==> config.mk <==
export PLATFORM = sky130hd
export DESIGN_NAME = sfiu_ctrl
export DESIGN_NICKNAME = d
export VERILOG_FILES = /design/src/sfiu_pkg.sv /design/src/sfiu_ctrl.sv
export SDC_FILE = /design/constraint.sdc
export NUM_CORES = 1
export LEC_CHECK = 0
export BUFFER_PORTS_ARGS = -buffer_cell sky130_fd_sc_hd__buf_4
export CORE_AREA = 3 3 40 42
export DETAILED_ROUTE_END_ITERATION = 16
export DIE_AREA = 0 0 43 45
export PLACE_DENSITY = 0.79
export SYNTH_ARGS = -nofsm -noshare
export SYNTH_HDL_FRONTEND = slang
export SYNTH_SLANG_ARGS = --single-unit
==> constraint.sdc <==
create_clock -name clock -period 4 [get_ports clock]
set_input_delay 0.4 -clock clock [delete_from_list [all_inputs] [get_ports clock]]
set_output_delay 0.4 -clock clock [all_outputs]
set_load 0.03 [all_outputs]
==> src/sfiu_pkg.sv <==
// ----------------------------------------------------------------------------
// sfiu_pkg
// Shared types and constants of the stack frame and interrupt unit.
// ----------------------------------------------------------------------------
package sfiu_pkg;

   localparam int MemBytes = 65536;
   localparam int AddrW = $clog2(MemBytes);
   localparam int NumRegs = 14;

   localparam logic [3:0] ActRegRd  = 4'd0;
   localparam logic [3:0] ActRegWr  = 4'd1;
   localparam logic [3:0] ActMemRd  = 4'd2;
   localparam logic [3:0] ActMemWr  = 4'd3;
   localparam logic [3:0] ActPush   = 4'd4;
   localparam logic [3:0] ActPop    = 4'd5;
   localparam logic [3:0] ActSave   = 4'd6;
   localparam logic [3:0] ActRestore = 4'd7;
   localparam logic [3:0] ActIrq    = 4'd8;

   localparam logic [3:0] RegIp = 4'd0;
   localparam logic [3:0] RegR1 = 4'd2;
   localparam logic [3:0] RegR8 = 4'd9;
   localparam logic [3:0] RegSp = 4'd10;
   localparam logic [3:0] RegFp = 4'd11;
   localparam logic [3:0] RegIm = 4'd13;

   localparam logic [63:0] ImReset = 64'h0000_0000_ffff_ffff;
   localparam logic [63:0] SpReset = 64'h0000_0000_ffff_fffe;

   localparam logic [0:0] CsrVectorBase = 1'b0;

   // One memory beat moves one byte; a multi-byte access is a run of beats.
   typedef enum logic [3:0] {
      ST_IDLE,
      ST_DECODE,
      ST_MEM_RD,    // byte reads for mem read, pop, restore pops, vector fetch
      ST_MEM_WR,    // byte writes for mem write and pushes
      ST_STEP,      // sequencing between words of a frame
      ST_DONE
   } state_type;

   // Datapath word operations issued by the controller.
   typedef enum logic [3:0] {
      OP_NONE,
      OP_LATCH,       // capture the item
      OP_REG_ACCESS,  // register read or write
      OP_LOAD_SETUP,  // address of a memory read
      OP_STORE_SETUP, // address and data of a memory write
      OP_PUSH_SETUP,  // push of work data at SP
      OP_POP_SETUP,   // SP += n, size -= n, read at SP
      OP_BYTE_RD,
      OP_BYTE_WR,
      OP_SAVE_WORD,   // push the next frame word
      OP_SAVE_END,
      OP_RST_BEGIN,   // SP = FP + 8
      OP_RST_WORD,    // commit the popped word
      OP_IRQ_CHECK,
      OP_IRQ_END
   } op_type;

   typedef struct packed {
      op_type     op;
      logic       rsp_load;
   } cmd_type;

   typedef struct packed {
      logic [3:0] action;
      logic       bytes_done;
      logic       irq_unmasked;
      logic       in_handler;
      logic [3:0] word_idx;
      logic       rsp_busy;
   } stat_type;

endpackage

==> src/sfiu_ctrl.sv <==
// ----------------------------------------------------------------------------
// sfiu_ctrl
// Sequencer: walks one item through its byte beats and frame words.
// ----------------------------------------------------------------------------
module sfiu_ctrl import sfiu_pkg::*; (
   input  logic     clock,
   input  logic     reset,
   input  logic     req_valid,
   output logic     req_ready,
   input  stat_type stat,
   output cmd_type  cmd
);
   state_type state_ff, state_in;

   always_ff @(posedge clock) begin
      if (reset) begin
         state_ff <= ST_IDLE;
      end else begin
         state_ff <= state_in;
      end
   end

   always_comb begin
      state_in = state_ff;
      case (state_ff)
         ST_IDLE: begin
            if (req_valid) begin
               state_in = ST_DECODE;
            end
         end
         ST_DECODE: begin
            case (stat.action)
               ActMemRd, ActPop: state_in = ST_MEM_RD;
               ActMemWr, ActPush: state_in = ST_MEM_WR;
               ActSave: state_in = ST_STEP;
               ActRestore: state_in = ST_MEM_RD;
               ActIrq: begin
                  if (stat.irq_unmasked) begin
                     state_in = ST_MEM_RD;
                  end else begin
                     state_in = ST_DONE;
                  end
               end
               default: state_in = ST_DONE;
            endcase
         end
         ST_MEM_RD: begin
            if (stat.bytes_done) begin
               if (stat.action == ActRestore) begin
                  state_in = (stat.word_idx == 4'd10) ? ST_DONE : ST_STEP;
               end else if (stat.action == ActIrq) begin
                  state_in = stat.in_handler ? ST_DONE : ST_STEP;
               end else begin
                  state_in = ST_DONE;
               end
            end
         end
         ST_MEM_WR: begin
            if (stat.bytes_done) begin
               if (stat.action == ActSave || stat.action == ActIrq) begin
                  state_in = (stat.word_idx == 4'd9) ? ST_DONE : ST_STEP;
               end else begin
                  state_in = ST_DONE;
               end
            end
         end
         ST_STEP: begin
            state_in = (stat.action == ActRestore) ? ST_MEM_RD : ST_MEM_WR;
         end
         ST_DONE: begin
            if (!stat.rsp_busy) begin
               state_in = ST_IDLE;
            end
         end
         default: state_in = ST_IDLE;
      endcase
   end

   always_comb begin
      cmd = '{op: OP_NONE, rsp_load: 1'b0};
      req_ready = 1'b0;
      case (state_ff)
         ST_IDLE: begin
            req_ready = 1'b1;
            cmd.op = OP_LATCH;
         end
         ST_DECODE: begin
            case (stat.action)
               ActRegRd, ActRegWr: cmd.op = OP_REG_ACCESS;
               ActMemRd: cmd.op = OP_LOAD_SETUP;
               ActMemWr: cmd.op = OP_STORE_SETUP;
               ActPush: cmd.op = OP_PUSH_SETUP;
               ActPop: cmd.op = OP_POP_SETUP;
               ActRestore: cmd.op = OP_RST_BEGIN;
               ActIrq: cmd.op = OP_IRQ_CHECK;
               default: cmd.op = OP_NONE;
            endcase
         end
         ST_MEM_RD: begin
            cmd.op = OP_BYTE_RD;
            if (stat.bytes_done) begin
               if (stat.action == ActRestore) begin
                  cmd.op = OP_RST_WORD;
               end else if (stat.action == ActIrq) begin
                  cmd.op = OP_IRQ_END;
               end
            end
         end
         ST_MEM_WR: begin
            cmd.op = OP_BYTE_WR;
            if (stat.bytes_done && stat.word_idx == 4'd9) begin
               cmd.op = OP_SAVE_END;
            end
         end
         ST_STEP: begin
            cmd.op = (stat.action == ActRestore) ? OP_POP_SETUP : OP_SAVE_WORD;
         end
         ST_DONE: begin
            cmd.rsp_load = !stat.rsp_busy;
         end
         default: cmd.op = OP_NONE;
      endcase
   end
endmodule

==> results of run 1 <==
[per-layer routing]
metal  part of all wire  vias to the layer above
met4                  0                        0
met1               0.45                      371
met5                  0                        -
li1                   -                      394
met3              0.078                        0
met2               0.48                       29
[worst max-delay path, delay by kind of cell]
kind                       cells  cell delay, ps
adders and majority gates      1             250
and+or+nand+nor                1             120
AOI/OAI and AO/OA              3             540
buffers and inverters          3             430
[final timing paths]
| path | to | slack [ps] | depth (start not counted) |
|---|---|---|---|
| worst min register to register | state_ff[1]$_SDFFE_PP0P_ | 700 | 2 |
| worst min-delay path | state_ff[1]$_SDFFE_PP0P_ | 440 | 3 |
| worst max register to register | state_ff[1]$_SDFFE_PP0P_ | 2380 | 4 |
| worst max-delay path | cmd[4] | 1870 | 8 |
[power groups by stage]
stage | Combinational, mW | Clock, mW | Sequential (mW)
6_report | 0.208 | 0.0530 | 0.0734
2_1_floorplan | 0.180 | 0 | 0.0451
4_1_cts | 0.209 | 0.0547 | 0.0726
3_3_place_gp | 0.207 | 0 | 0.0739
5_1_grt | 0.229 | 0.0587 | 0.0766
3_5_place_dp | 0.208 | 0 | 0.0731
[area by class of cell]
type,count,share of cell area
well taps,15,0.0225
repair buffers,20,0.180
multi-input cells,76,0.672
flip-flops and latches,3,0.0719
clock buffers,4,0.0314
inverters,5,0.0225
[layout by cell type (no fill, tap or decap), drive strengths merged, types with 2 or more instances in the layout]
cell type  synthesis  routed
buf                5      20
o21ai              8       8
inv                5       5
nor3               5       5
nand2              5       5
ha                 5       5
o32ai              4       4
a211oi             4       4
clkbuf             1       4
nand2b             3       3
nor2b              3       3
o22ai              3       3
a31oi              3       3
dfxtp              3       3
a21oi              3       3
nand3b             2       2
mux2i              2       2
or2                2       2
a311oi             2       2
[kinds of logic (layout without fill, tap and decap cells)]
group | Yosys count | after routing | share of synthesized area
buffers and inverters | 11 | 29 | 0.0745
muxes | 2 | 2 | 0.0298
and+or+nand+nor | 31 | 31 | 0.296
AOI/OAI and AO/OA | 38 | 38 | 0.417
DFF | 3 | 3 | 0.0894
adders and majority gates | 5 | 5 | 0.0931
==> impl_metrics.ini, run 1 <==
[sta]
setup_viol = 0
setup_slack_ps = 1870
relSlewSlack = 0.587
finClkSkew_ps = 0.584
setup-tns-final_ps = 0
fin_crit_sh = 0.533
tightest_slew_ps = 619
whs_ps = 437
hold_viol_final = 0
drv_slew = 0
fmax_mhz = 469
fin_crit_ps = 2130
rsz0062_at_grt = false

[floorplanning]
die_w_um = 43
dieArea_mm2 = 0.00194
rows = 13
die_h_um = 45
coreArea_mm2 = 0.00128
ios = 21
start_util = 0.523

[power]
p_seq_frac = 0.219
comb_power_share = 0.622
powerDensity_mw_per_mm2 = 400
power_uw = 335
swShare = 0.482
vdd_drop_max_v = 0.000221
p_clk_frac = 0.158
p_sw_uw = 161
leakage_nw = 0.341
internal-power_uw = 173

[setup_path]
r2r-start = state_ff[0]$_SDFFE_PP0P_
crit_top_cell = buf_4
cp-start-kind = input port
endpoint_kind = primary output
crit_path_max_fanout = 6
required_ps = 3600
max_stage_delay_ps = 250
startpoint = stat[8]
worstSetupPathType = in2out
crit_path_top_delay_cell = ha_1
cp_cell_sequence = buf_4 > inv_1 > ha_1 > nand2_1 > o21ai_0 > a21boi_0 > o32ai_1 > buf_4
arrival_ps = 1730

[routing]
ant_nets = 0
wire_per_inst_um = 13.4
vias = 794
post-route-drc-count = 0
initialDrtViolationCount = 20
drt-vias-per-instance = 6.46
drt_wl_total_um = 1640
drtPass1Iterations = 4

[layout]
nets = 129
drive_gt1_frac = 0.250
final_area_um2 = 836
nFillCells = 120
syn2layout_area_growth_pct = 24.4
multi_input_area_um2 = 562
diodes = 0
utilization = 0.650
instances_no_fill = 123
top_register = state_ff
regArea_um2 = 60.1
reg_top3 = state_ff: 3 flops
largest_reg_flops = 3

[yosys]
synth-main-ff-cell = dfxtp_1
async_reset_ff_frac = 0
synth_nets = 110
yosys_warnings = 0
yosys.cell_count.top_type = o21ai_0
synth_top_cell_by_area = ha_1
ys_types = 46
synth_edf_count = 0
syn_area_um2 = 672
synth_top_area_share = 0.0931
ys_ff_latch = 3
seq_area_frac_synth = 0.0894
ys_top_cells_by_count = 7 x o21ai_0, 5 x ha_1, 5 x inv_1, 5 x nand2_1, 5 x nor3_1
postSynthCellCount = 90
yosys-top-cells-area = ha_1 9.3%, dfxtp_1 8.9%, o21ai_0 5.2%
syn_avg_cell_area_um2 = 7.47

[global_routing]
grt_max_degree = 24
grt_pass1_wl_um = 2640
grt_util_all_layers = 0.172
grtUsageMet1 = 0.218
use_met3 = 0.0637
busiest_layer = met2
antenna_found_initial = 0
use_met2 = 0.299
grt-ovfl-total = 0
grt_pass1_vias = 655

[clocking]
clockBufferDepth = 2
cts_setup_buffers = 0
insertion_delay_ps = 230
cts_tree = yes
cts_resized = 0
cts_buffers = 3
postCtsHoldBufs = 0
root_buffer = clkbuf_4
clk_pin_slew_ps = 30
htreeDepth = 1
cts.sinks = 3

[place]
preCtsSetupSlack_ps = 1880
dp_cells = 119
gp_congestion = 0.808
hpwl_um = 1240
port_buffers = 20
placed_area_um2 = 810

[hold_path]
worstHoldStart = reset
worstHoldPathType = in2reg

[flow_run]
max-cap-violations = 0

[run_status]
status = completed
No activity file was read; power rests on OpenSTA's default activity.
==> run 2: changes to the inputs <==
- CORE_AREA: 3 3 40 42 -> unset
- CORE_MARGIN: unset -> 3
- CORE_UTILIZATION: unset -> 45
- DIE_AREA: 0 0 43 45 -> unset
- PLACE_DENSITY: 0.79 -> 0.75
- clock period: 4 -> 1.7 ns (I/O delays scaled with it)
==> impl_metrics.ini, run 2 (synthesis gave the netlist of run 1 again) <==
[setup_path]
crit_path_top_delay_cell = dfxtp_2
cp-start-kind = flop
endpoint_kind = primary output
required_ps = 1530
crit_path_max_fanout = 8
cp_cell_sequence = or2_1 > o32ai_2 > a21oi_1 > o32ai_1 > buf_4
r2r-start = state_ff[0]$_SDFFE_PP0P_
max_stage_delay_ps = 350
path_buf_inv = 1
cp_top_family = compound AO/OA/AOI/OAI gates
startpoint = state_ff[1]$_SDFFE_PP0P_
arrival_ps = 1450
worstSetupPathType = reg2out

[clocking]
cts_tree = yes
htreeDepth = 1
cts_buffers = 3
clk_pin_slew_ps = 30
cts.sinks = 3
insertion_delay_ps = 230
clockBufferDepth = 2
root_buffer = clkbuf_4

[sta]
rsz0062_at_grt = true
setup_viol = 0
whs_ps = 218
tightest_slew_ps = 324
finClkSkew_ps = 4.61
relSlewSlack = 0.784
setup-tns-final_ps = 0
fin_crit_sh = 0.953
drv_slew = 0
hold_viol_final = 0
fmax_mhz = 617
fin_crit_ps = 1620

[floorplanning]
dieArea_mm2 = 0.00199
ios = 21
die_h_um = 44.6
coreArea_mm2 = 0.00135
start_util = 0.498
die_w_um = 44.6
rows = 13

[power]
swShare = 0.471
comb_power_share = 0.667
p_clk_frac = 0.146
vdd_drop_max_v = 0.000479
internal-power_uw = 446
powerDensity_mw_per_mm2 = 957
leakage_nw = 0.362
p_seq_frac = 0.187
p_sw_uw = 397
power_uw = 844

[layout]
layout_commonest_cell = buf_4
reg_top3 = state_ff: 3 flops
diodes = 0
utilization = 0.653
nFillCells = 120
syn2layout_area_growth_pct = 31.3
top_register = state_ff
largest_reg_flops = 3
layout_common_cells = 24 x buf_4, 6 x o21ai_0, 5 x inv_1, 5 x nor3_1, 5 x nand2_1
nets = 133
drive_gt1_frac = 0.321

[place]
port_buffers = 20
gp_congestion = 0.821
hpwl_um = 1380

[global_routing]
antenna_found_initial = 0
grt_pass1_vias = 736
grt-ovfl-total = 0
grt_pass1_wl_um = 3000
grt_util_all_layers = 0.195
grt_max_degree = 18

[routing]
wire_per_inst_um = 13.9
drt-vias-per-instance = 6.33
initialDrtViolationCount = 35
drtPass1Iterations = 4
vias = 804
post-route-drc-count = 0
ant_nets = 0
drt_wl_total_um = 1760

[hold_path]
worstHoldStart = reset
worstHoldPathType = in2reg

[flow_run]
max-cap-violations = 0

[run_status]
status = completed
[run 2: power by group through the flow]
stage	registers, mW	clock network [mW]	logic [mW]
floorplan	0.106	0	0.423
global placement	0.153	0	0.550
detailed placement	0.151	0	0.554
CTS	0.155	0.127	0.560
global route	0.166	0.135	0.613
finish	0.158	0.123	0.563
[run 2: timing repair]
action | CTS | global route
gates resized for setup | 4 | 3
endpoints found under the setup margin | 3 | 4
pin swaps | 0 | 2
setup buffers | 0 | 0
gates cloned | 0 | 0
hold buffers | 0 | 0
[run 2: path summary, 6_finish.rpt]
| path | endpoint | slack, ps | cells after the start |
|---|---|---|---|
| hold reg to reg | state_ff[2]$_SDFFE_PP0P_ | 700 | 2 |
| setup reg to reg | state_ff[1]$_SDFFE_PP0P_ | 360 | 4 |
| setup / recovery | cmd[2] | 80 | 5 |
| hold / removal | state_ff[1]$_SDFFE_PP0P_ | 220 | 3 |
[run 2: tightest hold or removal path, delay by kind of cell]
| family | cells | cell delay (ps) |
|---|---|---|
| AOI/OAI and AO/OA | 2 | 150 |
| buffers and inverters | 1 | 80 |
[run 2: per-layer routing]
metal	GRT usage	vias to the layer above	part of all wire
met2	0.312	34	0.49
met5	0	-	0
met3	0.0325	0	0.069
met1	0.255	369	0.44
li1	-	401	-
met4	0.0783	0	0
[run 2: final cells by class]
class	instances	area (um^2)	share of cell area
flip-flops and latches	3	66.3	0.0752
inverters	5	18.8	0.0213
multi-input cells	76	572	0.648
clock buffers	4	26.3	0.0298
repair buffers	24	180	0.204
well taps	15	18.8	0.0213
[run 2: through the flow]
stage                     worst slack (ps)  std cells  cell area, um^2
after global routing                 -3.48        127              882
after global placement                75.1        123              840
final                                 79.7        127              882
after CTS                             2.29        127              877
after detailed placement              93.7        123              840
after floorplan                       5.66         90              672
==> run 3: changes to the inputs <==
--- a/constraint.sdc
+++ b/constraint.sdc
@@ -3,2 +3,2 @@
 set_output_delay 0.17 -clock clock [all_outputs]
-set_load 0.03 [all_outputs]
+set_load 0.01 [all_outputs]
==> impl_metrics.ini, run 3 (synthesis gave the netlist of run 1 again) <==
[routing]
initialDrtViolationCount = 18
ant_nets = 0
drt_wl_total_um = 1840
drtPass1Iterations = 4
wire_per_inst_um = 14.6
drt-vias-per-instance = 6.38
vias = 804
post-route-drc-count = 0

[flow_run]
max-cap-violations = 0

[place]
hpwl_um = 1400
gp_congestion = 0.789
port_buffers = 20
preCtsSetupSlack_ps = 125

[setup_path]
cp_top_family = flip-flops
regToRegSetupSlack_ps = 380
worstSetupPathType = reg2out
endpoint_kind = primary output
path_buf_inv = 2
crit_top_cell = buf_4
required_ps = 1530
crit_path_top_delay_cell = dfxtp_2
crit_path_max_fanout = 15
max_stage_delay_ps = 360
arrival_ps = 1430
cp-start-kind = flop
cp_cell_sequence = buf_4 > nand2b_1 > a21boi_0 > o32ai_1 > buf_4

[clocking]
root_buffer = clkbuf_4
insertion_delay_ps = 230
cts.sinks = 3
cts_buffers = 3
cts_tree = yes
htreeDepth = 1
clk_pin_slew_ps = 40
cts_setup_buffers = 0
clockBufferDepth = 2

[sta]
tightest_slew_ps = 315
rsz0062_at_grt = false
setup_viol = 0
fin_crit_ps = 1600
drv_slew = 0
hold_viol_final = 0
fmax_mhz = 624
whs_ps = 220
finClkSkew_ps = 3.33
setup_slack_ps = 97.3
fin_crit_sh = 0.943
relSlewSlack = 0.790
setup-tns-final_ps = 0

[global_routing]
grt_pass1_wl_um = 2970
grt-ovfl-total = 0
antenna_found_initial = 0
grtUsageMet1 = 0.262
use_met2 = 0.318
busiest_layer = met2
grt_max_degree = 18
grt_pass1_vias = 720
use_met3 = 0.00813
grt_util_all_layers = 0.192

[power]
power_uw = 783
powerDensity_mw_per_mm2 = 887
vdd_drop_max_v = 0.000396
leakage_nw = 0.357

[layout]
largest_reg_flops = 3
diodes = 0
top_register = state_ff
layout_common_cells = 23 x buf_4, 6 x o21ai_0, 5 x inv_1, 5 x nor3_1, 5 x nand2_1
syn2layout_area_growth_pct = 31.3
nFillCells = 132
nets = 132
reg_top3 = state_ff: 3 flops
drive_gt1_frac = 0.333
layout_commonest_cell = buf_4

[floorplanning]
die_w_um = 44.6
ios = 21
coreArea_mm2 = 0.00135
die_h_um = 44.6
rows = 13
start_util = 0.498
dieArea_mm2 = 0.00199

[run_status]
status = completed

[hold_path]
worstHoldPathType = in2reg
run 3: final timing paths:
| kind | from | end | depth (start not counted) |
|---|---|---|---|
| worst max-delay path | state_ff[0]$_SDFFE_PP0P_ | cmd[4] | 5 |
| worst min-delay path | reset | state_ff[1]$_SDFFE_PP0P_ | 3 |
| worst max register to register | state_ff[1]$_SDFFE_PP0P_ | state_ff[0]$_SDFFE_PP0P_ | 4 |
| worst min register to register | state_ff[0]$_SDFFE_PP0P_ | state_ff[1]$_SDFFE_PP0P_ | 3 |
run 3: layer usage:
layer  routed length [um]  vias up
li1                     -      398
met1                  768      368
met2                  921       36
met3                  143        2
met4                    7        0
met5                    0        -
run 3: worst reg2reg max path, delay by kind of cell (launching register included):
kind	cells	cell delay, ps
buffers and inverters	1	140
DFF	1	390
AOI/OAI and AO/OA	2	310
and+or+nand+nor	1	410
run 3: repair_timing:
action	4_1_cts	5_1_grt
resized for setup	3	5
pin swaps	0	2
hold buffers	0	0
setup endpoints to repair	2	3
run 3: power breakdown:
part           switching, mW  internal (mW)
sequential            0.0474         0.0954
clock                 0.0367         0.0879
combinational          0.257          0.259
total                  0.341          0.442
run 3: layout make-up:
class / instances / area (um^2) / share of cell area
clock buffers: 4 / 26.3 / 0.0298
inverters: 5 / 18.8 / 0.0213
multi-input cells: 76 / 582 / 0.660
flip-flops and latches: 3 / 63.8 / 0.0723
well taps: 15 / 18.8 / 0.0213
repair buffers: 23 / 173 / 0.196
run 3: per-stage QoR:
stage / instances / util / instance area [um^2]
2_1_floorplan: 90 / - / 672
3_3_place_gp: 122 / 0.616 / 832
3_5_place_dp: 122 / 0.616 / 832
4_1_cts: 126 / 0.643 / 868
5_1_grt: 126 / 0.653 / 882
6_report: 126 / 0.653 / 882
